File: src/hdl/brb_pkg.sv
// Package of the byte ring buffer: request and result types, function codes,
// controller states and the command/status groups. Depends on nothing.
`timescale 1ns / 1ps
`default_nettype none

package brb_pkg;

    localparam int CNT_W = 7;

    localparam logic [1:0] FUNC_INSERT  = 2'd0;
    localparam logic [1:0] FUNC_DISCARD = 2'd1;
    localparam logic [1:0] FUNC_PEEK    = 2'd2;

    typedef struct packed {
        logic [1:0]       func;
        logic [7:0]       data;
        logic [CNT_W-1:0] count;
        logic             first_of_run;
    } t_in_item;

    typedef struct packed {
        logic [7:0]       data_out;
        logic [CNT_W-1:0] done_count;
        logic             accepted;
        logic             last;
        logic [CNT_W-1:0] fill_level;
        logic [CNT_W-1:0] free_space;
    } t_out_item;

    typedef enum logic [0:0] {
        S_IDLE = 1'b0,
        S_PEEK = 1'b1
    } t_state;

    typedef struct packed {
        logic accept;
        logic peek_step;
    } t_brb_cmd;

    typedef struct packed {
        logic out_free;
        logic start_peek;
        logic peek_final;
    } t_brb_status;

endpackage

`default_nettype wire

File: src/hdl/brb_ram.sv
// Generic single-write, single-read RAM with a registered read port.
// No dependencies.
`timescale 1ns / 1ps
`default_nettype none

module brb_ram #(
    parameter int WIDTH = 8,
    parameter int DEPTH = 64
) (
    input  wire logic                     i_clk,
    input  wire logic                     i_wr_en,
    input  wire logic [$clog2(DEPTH)-1:0] i_wr_addr,
    input  wire logic [WIDTH-1:0]         i_wr_data,
    input  wire logic                     i_rd_en,
    input  wire logic [$clog2(DEPTH)-1:0] i_rd_addr,
    output logic      [WIDTH-1:0]         o_rd_data
);

    logic [WIDTH-1:0] r_mem [DEPTH];

    always_ff @(posedge i_clk) begin
        if (i_wr_en) begin
            r_mem[i_wr_addr] <= i_wr_data;
        end
        if (i_rd_en) begin
            o_rd_data <= r_mem[i_rd_addr];
        end
    end

endmodule

`default_nettype wire

File: src/hdl/brb_ctrl.sv
// Controller of the byte ring buffer: idle/peek state machine.
// Depends on brb_pkg.
`timescale 1ns / 1ps
`default_nettype none

module brb_ctrl
    import brb_pkg::*;
(
    input  wire logic        i_clk,
    input  wire logic        i_rst_n,
    input  wire logic        i_in_valid,
    output logic             o_in_stall,
    input  wire t_brb_status i_status,
    output t_brb_cmd         o_cmd
);

    t_state r_state;
    t_state n_state;

    always_ff @(posedge i_clk) begin
        if (!i_rst_n) begin
            r_state <= S_IDLE;
        end else begin
            r_state <= n_state;
        end
    end

    always_comb begin
        n_state         = r_state;
        o_cmd.accept    = 1'b0;
        o_cmd.peek_step = 1'b0;
        o_in_stall      = 1'b1;
        case (r_state)
            S_IDLE: begin
                // take a request only when the result register can take its answer
                o_in_stall   = !i_status.out_free;
                o_cmd.accept = i_in_valid && i_status.out_free;
                if (o_cmd.accept && i_status.start_peek) begin
                    n_state = S_PEEK;
                end
            end
            S_PEEK: begin
                o_cmd.peek_step = i_status.out_free;
                if (i_status.out_free && i_status.peek_final) begin
                    n_state = S_IDLE;
                end
            end
            default: begin
                n_state = S_IDLE;
            end
        endcase
    end

endmodule

`default_nettype wire

File: src/hdl/brb_datapath.sv
// Datapath of the byte ring buffer: indexes, fill count, run state, peek
// counters, result register and the byte store. Depends on brb_pkg, brb_ram.
`timescale 1ns / 1ps
`default_nettype none

module brb_datapath
    import brb_pkg::*;
#(
    parameter int DEPTH = 64
) (
    input  wire logic      i_clk,
    input  wire logic      i_rst_n,
    input  wire t_brb_cmd  i_cmd,
    output t_brb_status    o_status,
    input  wire t_in_item  i_in_item,
    input  wire logic      i_out_stall,
    output logic           o_out_valid,
    output t_out_item      o_out_item
);

    localparam int               IDX_W   = $clog2(DEPTH);
    localparam logic [CNT_W-1:0] DEPTH_C = CNT_W'(DEPTH);

    function automatic logic [IDX_W-1:0] f_next(input logic [IDX_W-1:0] idx);
        if (idx == IDX_W'(DEPTH - 1)) begin
            return '0;
        end
        return idx + 1'b1;
    endfunction

    logic [IDX_W-1:0] r_head, n_head;
    logic [IDX_W-1:0] r_tail, n_tail;
    logic [CNT_W-1:0] r_fill, n_fill;
    logic [CNT_W-1:0] r_run_rem, n_run_rem;
    logic             r_run_acc, n_run_acc;
    logic [IDX_W-1:0] r_pk_idx, n_pk_idx;
    logic [CNT_W-1:0] r_pk_left, n_pk_left;
    logic [CNT_W-1:0] r_pk_n, n_pk_n;
    logic             r_out_valid, n_out_valid;
    t_out_item        r_out, n_out;

    logic [CNT_W-1:0] free;
    logic [CNT_W-1:0] take_n;
    logic [CNT_W-1:0] run_rem_eff;
    logic             run_acc_eff;
    logic             store;
    logic [CNT_W-1:0] head_sum;
    logic             load;
    logic             wr_en;
    logic             rd_en;
    logic [IDX_W-1:0] rd_addr;
    logic [7:0]       rd_data;

    assign free   = DEPTH_C - r_fill;
    assign take_n = (i_in_item.count < r_fill) ? i_in_item.count : r_fill;

    assign o_status.out_free   = !r_out_valid || !i_out_stall;
    assign o_status.start_peek = (i_in_item.func == FUNC_PEEK) && (take_n != '0);
    assign o_status.peek_final = (r_pk_left == CNT_W'(1));

    always_comb begin
        n_head      = r_head;
        n_tail      = r_tail;
        n_fill      = r_fill;
        n_run_rem   = r_run_rem;
        n_run_acc   = r_run_acc;
        n_pk_idx    = r_pk_idx;
        n_pk_left   = r_pk_left;
        n_pk_n      = r_pk_n;
        n_out       = r_out;
        load        = 1'b0;
        wr_en       = 1'b0;
        rd_en       = 1'b0;
        rd_addr     = r_pk_idx;
        run_rem_eff = r_run_rem;
        run_acc_eff = r_run_acc;
        store       = 1'b0;
        head_sum    = CNT_W'(r_head) + take_n;

        if (i_cmd.accept) begin
            case (i_in_item.func)
                FUNC_INSERT: begin
                    if (i_in_item.first_of_run) begin
                        run_rem_eff = i_in_item.count;
                        run_acc_eff = (i_in_item.count != '0) && (free > i_in_item.count);
                    end
                    store = (run_rem_eff != '0) && run_acc_eff && (r_fill < DEPTH_C);
                    n_run_rem = run_rem_eff;
                    n_run_acc = run_acc_eff;
                    if (run_rem_eff != '0) begin
                        n_run_rem = run_rem_eff - 1'b1;
                        if (run_rem_eff == CNT_W'(1)) begin
                            n_run_acc = 1'b0;
                        end
                    end
                    if (store) begin
                        wr_en  = 1'b1;
                        n_tail = f_next(r_tail);
                        n_fill = r_fill + 1'b1;
                    end
                    load             = 1'b1;
                    n_out            = '0;
                    n_out.done_count = CNT_W'(store);
                    n_out.accepted   = (run_rem_eff != '0) && run_acc_eff;
                    n_out.last       = 1'b1;
                    n_out.fill_level = n_fill;
                    n_out.free_space = DEPTH_C - n_fill;
                end
                FUNC_DISCARD: begin
                    if (head_sum >= DEPTH_C) begin
                        head_sum = head_sum - DEPTH_C;
                    end
                    n_head           = IDX_W'(head_sum);
                    n_fill           = r_fill - take_n;
                    load             = 1'b1;
                    n_out            = '0;
                    n_out.done_count = take_n;
                    n_out.last       = 1'b1;
                    n_out.fill_level = n_fill;
                    n_out.free_space = DEPTH_C - n_fill;
                end
                FUNC_PEEK: begin
                    if (take_n == '0) begin
                        load             = 1'b1;
                        n_out            = '0;
                        n_out.last       = 1'b1;
                        n_out.fill_level = r_fill;
                        n_out.free_space = free;
                    end else begin
                        // fetch the head byte now, stream the rest from the peek state
                        rd_en     = 1'b1;
                        rd_addr   = r_head;
                        n_pk_idx  = f_next(r_head);
                        n_pk_left = take_n;
                        n_pk_n    = take_n;
                    end
                end
                default: begin
                    load             = 1'b1;
                    n_out            = '0;
                    n_out.last       = 1'b1;
                    n_out.fill_level = r_fill;
                    n_out.free_space = free;
                end
            endcase
        end

        if (i_cmd.peek_step) begin
            load             = 1'b1;
            n_out.data_out   = rd_data;
            n_out.done_count = r_pk_n;
            n_out.accepted   = 1'b0;
            n_out.last       = o_status.peek_final;
            n_out.fill_level = r_fill;
            n_out.free_space = free;
            n_pk_left        = r_pk_left - 1'b1;
            if (!o_status.peek_final) begin
                rd_en    = 1'b1;
                rd_addr  = r_pk_idx;
                n_pk_idx = f_next(r_pk_idx);
            end
        end

        n_out_valid = load || (r_out_valid && i_out_stall);
    end

    always_ff @(posedge i_clk) begin
        if (!i_rst_n) begin
            r_head      <= '0;
            r_tail      <= '0;
            r_fill      <= '0;
            r_run_rem   <= '0;
            r_run_acc   <= 1'b0;
            r_pk_left   <= '0;
            r_out_valid <= 1'b0;
        end else begin
            r_head      <= n_head;
            r_tail      <= n_tail;
            r_fill      <= n_fill;
            r_run_rem   <= n_run_rem;
            r_run_acc   <= n_run_acc;
            r_pk_left   <= n_pk_left;
            r_out_valid <= n_out_valid;
        end
    end

    always_ff @(posedge i_clk) begin
        r_pk_idx <= n_pk_idx;
        r_pk_n   <= n_pk_n;
        r_out    <= n_out;
    end

    brb_ram #(
        .WIDTH(8),
        .DEPTH(DEPTH)
    ) u_ram (
        .i_clk    (i_clk),
        .i_wr_en  (wr_en),
        .i_wr_addr(r_tail),
        .i_wr_data(i_in_item.data),
        .i_rd_en  (rd_en),
        .i_rd_addr(rd_addr),
        .o_rd_data(rd_data)
    );

    assign o_out_valid = r_out_valid;
    assign o_out_item  = r_out;

endmodule

`default_nettype wire

File: src/hdl/byte_ring_buffer_unit.sv
// Byte ring buffer, top level: requests in, results out, valid/stall on both.
// Request channel: i_in_valid / o_in_stall / i_in_item; result channel:
// o_out_valid / i_out_stall / o_out_item. A transfer happens on a rising edge
// with valid high and stall low.
// Insert, discard and unknown-function requests give one result, registered
// in the cycle after acceptance; one request per cycle absent receiver stalls.
// A peek of n stored bytes gives n results, one per cycle absent receiver
// stalls, the first through the byte store's read register and then the
// result register; requests are stalled until the last byte is loaded.
// The rate is set by the single registered read port of the byte store.
// A receiver stall holds the result register; the block then stalls its
// request side for as long as the held result cannot move on.
// Reset (i_rst_n low, synchronous) empties the buffer and clears the run
// and handshake state; the byte store itself is not cleared, since only
// written entries are ever read.
// Depends on brb_pkg, brb_ctrl, brb_datapath, brb_ram.
`timescale 1ns / 1ps
`default_nettype none

module byte_ring_buffer_unit
    import brb_pkg::*;
#(
    parameter int DEPTH = 64
) (
    input  wire logic     i_clk,
    input  wire logic     i_rst_n,
    input  wire logic     i_in_valid,
    output logic          o_in_stall,
    input  wire t_in_item i_in_item,
    output logic          o_out_valid,
    input  wire logic     i_out_stall,
    output t_out_item     o_out_item
);

    // command and status between the state machine and the datapath
    t_brb_cmd    cmd;
    t_brb_status status;

    // sequence requests: accept in idle, step through peek bytes otherwise
    brb_ctrl u_ctrl (
        .i_clk     (i_clk),
        .i_rst_n   (i_rst_n),
        .i_in_valid(i_in_valid),
        .o_in_stall(o_in_stall),
        .i_status  (status),
        .o_cmd     (cmd)
    );

    // hold indexes, fill and run state; drive the byte store and result register
    brb_datapath #(
        .DEPTH(DEPTH)
    ) u_datapath (
        .i_clk      (i_clk),
        .i_rst_n    (i_rst_n),
        .i_cmd      (cmd),
        .o_status   (status),
        .i_in_item  (i_in_item),
        .i_out_stall(i_out_stall),
        .o_out_valid(o_out_valid),
        .o_out_item (o_out_item)
    );

endmodule

`default_nettype wire

File: config.mk
export PLATFORM = sky130hd
export DESIGN_NAME = byte_ring_buffer_unit
export DESIGN_NICKNAME = d
export VERILOG_FILES = /design/src/hdl/brb_pkg.sv /design/src/hdl/brb_ram.sv /design/src/hdl/brb_ctrl.sv /design/src/hdl/brb_datapath.sv /design/src/hdl/byte_ring_buffer_unit.sv
export SDC_FILE = /design/constraint.sdc
export NUM_CORES = 1
export LEC_CHECK = 0
export BUFFER_PORTS_ARGS = -buffer_cell sky130_fd_sc_hd__buf_2
export CORE_UTILIZATION = 46
export CTS_CLUSTER_SIZE = 10
export DETAILED_ROUTE_END_ITERATION = 10
export HOLD_SLACK_MARGIN = 0.08
export PLACE_DENSITY = 0.72
export SLEW_MARGIN = 15
export SYNTH_ARGS = -nofsm -noshare
export SYNTH_HDL_FRONTEND = slang
export SYNTH_SLANG_ARGS = --single-unit
File: constraint.sdc
create_clock -name i_clk -period 5.44 [get_ports i_clk]
set_input_delay 1.088 -clock i_clk [delete_from_list [all_inputs] [get_ports i_clk]]
set_output_delay 1.088 -clock i_clk [all_outputs]
set_load 0.02 [all_outputs]
==> impl_metrics.yaml <==
outcome:
  status: "finished, final reports clean"
clock_network:
  ctsHtreeMaxLevel: 3
  cts_hold_buf: 0
  clk_pin_slew_ns: 0.05
  cts_setup_buffers: 0
  cts-resized-gates: 0
  clk-insertion-delay-late_ns: 0.60
  cts.path.max_buffers: 3
  cts_buffers: 71
  clockRootBuffer: "clkbuf_16"
  cts_tree: "yes"
  cts.sinks: 600
drt:
  antenna_left: 0
  wl_um: 69300
  routedWlPerCell_um: 22.8
  first_pass_iters: 6
  drt-initial-drc-count: 2346
  viasPerCell: 6.06
  drc: 0
  vias: 18400
global_route:
  grt_max_degree: 78
  grt_pass1_wl_um: 104000
  grt_overflow_total: 0
  grtUsageTotal: 0.238
  grt_pass1_vias: 17400
  antenna_found_initial: 0
critical_path:
  cp.required_ns: 5.66
  critPathMaxStageDelay_ns: 0.71
  worstSetupStartpointType: "flip-flop"
  rr_worst_depth: 15
  r2r_slack_ns: 0.30
  crit_family: "simple AND/OR/NAND/NOR gates"
  crit_buf_inv: 2
  critical-path-slowest-cell: "nor2_1"
  reg2reg_to: "u_datapath.u_ram.r_mem[18][0]"
  cp-end-kind: "flip-flop"
  worstSetupPathType: "flip-flop to flip-flop"
  crit_fanout: 10
  arrival_ns: 5.36
  r2r-start: "u_datapath.r_fill[1]"
  cp_cell_sequence: "inv_1, ha_1, and3_1, nand2_1, xnor2_1, inv_1, ha_1, nand4_1, nor2_1, nor4_1, o21a_1, o21ai_1, nor3_1, nand2_1, nor2_1"
worst_hold_path:
  min-delay-start: "u_datapath.r_run_rem[1]"
  whs_path_depth: 2
  hold_path_end: "u_datapath.r_run_rem[1]"
  hold_path.class: "flip-flop to flip-flop"
pwr:
  peakVddDrop_v: 0.000228
  power_density_mw_per_mm2: 453
  total_power_uw: 13300
  power.static_leakage_uw: 0.0102
placement:
  portBuffers: 54
  placed_cell_area_mm2: 0.0274
  gp_congestion: 0.954
  hpwl_um: 43900
finish:
  nets: 2321
  syn_to_final_growth_pct: 12.1
  postLayoutCellArea_mm2: 0.0294
  drive_gt1_frac: 0.106
  diodes: 0
  layout_common_cells: "557 x edfxtp_1, 452 x nand2_1, 163 x a21oi_1"
  layout_commonest_cell: "edfxtp_1"
  fillers: 4705
sta:
  hold_viol: 0
  rsz0062_at_grt: "true"
  fin_worst_skew_ns: 0.0158
  finalCritPeriodShare: 0.945
  timing.hold.ws_ns: 0.481
  period_needed_ns: 5.14
  relSlewSlack: 0.270
  max_freq_mhz: 195
  worstMarginPinSlew_ns: 1.07
  setup_viol: 0
  slew_violations: 0
synthesis:
  synth.net_count: 2251
  ys_warn_count: 0
  yosysSeqAreaShare: 0.670
  synth_edf_count: 557
  ys_types: 77
  synthArstFlopShare: 0
  postSynthCellCount: 2192
  avgSynthCellArea_um2: 12.0
  ys_ff_latch: 600
  synth_ff_type: "edfxtp_1"
  syn_area_mm2: 0.0263
die:
  dieArea_mm2: 0.0580
  start_util: 0.466
  dieWidth_um: 241
  rows: 87
  core-area_mm2: 0.0564
  die_h_um: 241
  io_pins: 55
run:
  drv_cap: 0
-- how the worst max path moves through the flow --
stage | start | end | slack, ns | depth (start not counted)
floorplan | i_in_item[7] | u_datapath.o_out_item[6] | 0.68 | 19
global placement | u_datapath.r_fill[0] | u_datapath.u_ram.r_mem[1][7] | 0.31 | 17
detailed placement | i_in_item[0] | u_datapath.u_ram.r_mem[16][2] | 0.23 | 10
CTS | u_datapath.r_fill[0] | u_datapath.u_ram.r_mem[1][2] | 0.30 | 17
global route | u_datapath.r_fill[0] | u_datapath.u_ram.r_mem[24][1] | -0.05 | 15
finish | u_datapath.r_fill[1] | u_datapath.u_ram.r_mem[18][0] | 0.30 | 15
-- layer usage --
metal	global-route usage	routed length, µm	vias to the layer above
met4	0.0934	2120	0
met5	0	0	-
met1	0.323	27900	9021
met3	0.0364	6490	127
li1	-	-	8203
met2	0.386	32800	1076
-- worst reg2reg max path: stages, from the launching register on --
cell,delay [ns]
dfxtp_1,0.62
inv_1,0.25
ha_1,0.23
and3_1,0.23
nand2_1,0.09
xnor2_1,0.16
inv_1,0.08
ha_1,0.30
nand4_1,0.15
nor2_1,0.09
nor4_1,0.23
o21a_1,0.36
o21ai_1,0.33
nor3_1,0.45
nand2_1,0.50
nor2_1,0.71
-- synthesized netlist by cell type (9+ instances only) --
cell / count / area [µm²]
a21boi_0: 13 / 97.6
a21oi_1: 163 / 816
a221o_1: 11 / 110
a22oi_1: 33 / 248
a311oi_1: 12 / 105
a31oi_1: 33 / 206
and2_1: 13 / 81.3
and3_1: 27 / 169
buf_2: 58 / 290
clkbuf_1: 48 / 180
dfxtp_1: 43 / 861
edfxtp_1: 557 / 16700
ha_1: 35 / 438
inv_1: 41 / 154
mux2i_1: 37 / 370
nand2_1: 452 / 1700
nand2b_1: 13 / 81.3
nand3_1: 111 / 556
nand4_1: 22 / 138
nor2_1: 136 / 510
nor2b_1: 11 / 68.8
nor3_1: 48 / 240
nor4_1: 11 / 68.8
o211ai_1: 11 / 82.6
o21a_1: 9 / 67.6
o21ai_0: 60 / 300
o22ai_1: 17 / 106
or3_1: 11 / 68.8
xnor2_1: 21 / 184
-- state kept, by name (all words and copies together) (netlist names) --
signal and cells:
u_datapath.r_run_rem 7, u_datapath.r_fill 7, u_datapath.u_ram.r_mem 512, u_datapath.r_run_acc 1, u_datapath.r_tail 6, u_datapath.r_pk_idx 6, u_ctrl.r_state 1, u_datapath.o_out_item 31
u_datapath.r_pk_n 7, u_datapath.u_ram.o_rd_data 8, u_datapath.r_pk_left 7, u_datapath.o_out_valid 1, u_datapath.r_head 6
-- through the flow --
step	worst slack, ns	std cells	utilization	setup TNS [ns]
global placement	0.307	2945	0.486	0
floorplan	0.684	2192	-	0
CTS	0.297	3042	0.522	0
detailed placement	0.230	2945	0.486	0
finish	0.300	3042	0.522	0
global route	-0.0477	3042	0.522	-1.61
-- cell type report --
class	count	area, µm²	area share
multi-input combinational	1421	7900	0.268
clock buffer	90	1910	0.0649
sequential	600	17600	0.597
tap	756	946	0.0321
inverter	43	166	0.00565
timing repair buffer	125	848	0.0288
clock inverter	7	82.6	0.00281
-- logic make-up after synthesis --
kind of cell | count (synthesis) | share of synthesized area
buffers and inverters | 171 | 0.0307
adder cells (fa/ha/maj) | 37 | 0.0182
AND/OR/NAND/NOR | 876 | 0.147
multiplexers | 52 | 0.0226
flip-flops | 600 | 0.670
AO/OA/AOI/OAI | 428 | 0.103
XOR/XNOR | 28 | 0.00934
-- report_power, final --
part           internal, µW  switching (µW)
sequential             5140            77.2
combinational          1230            2670
clock                  2490            1730
Power figures use the tool's default switching activity.
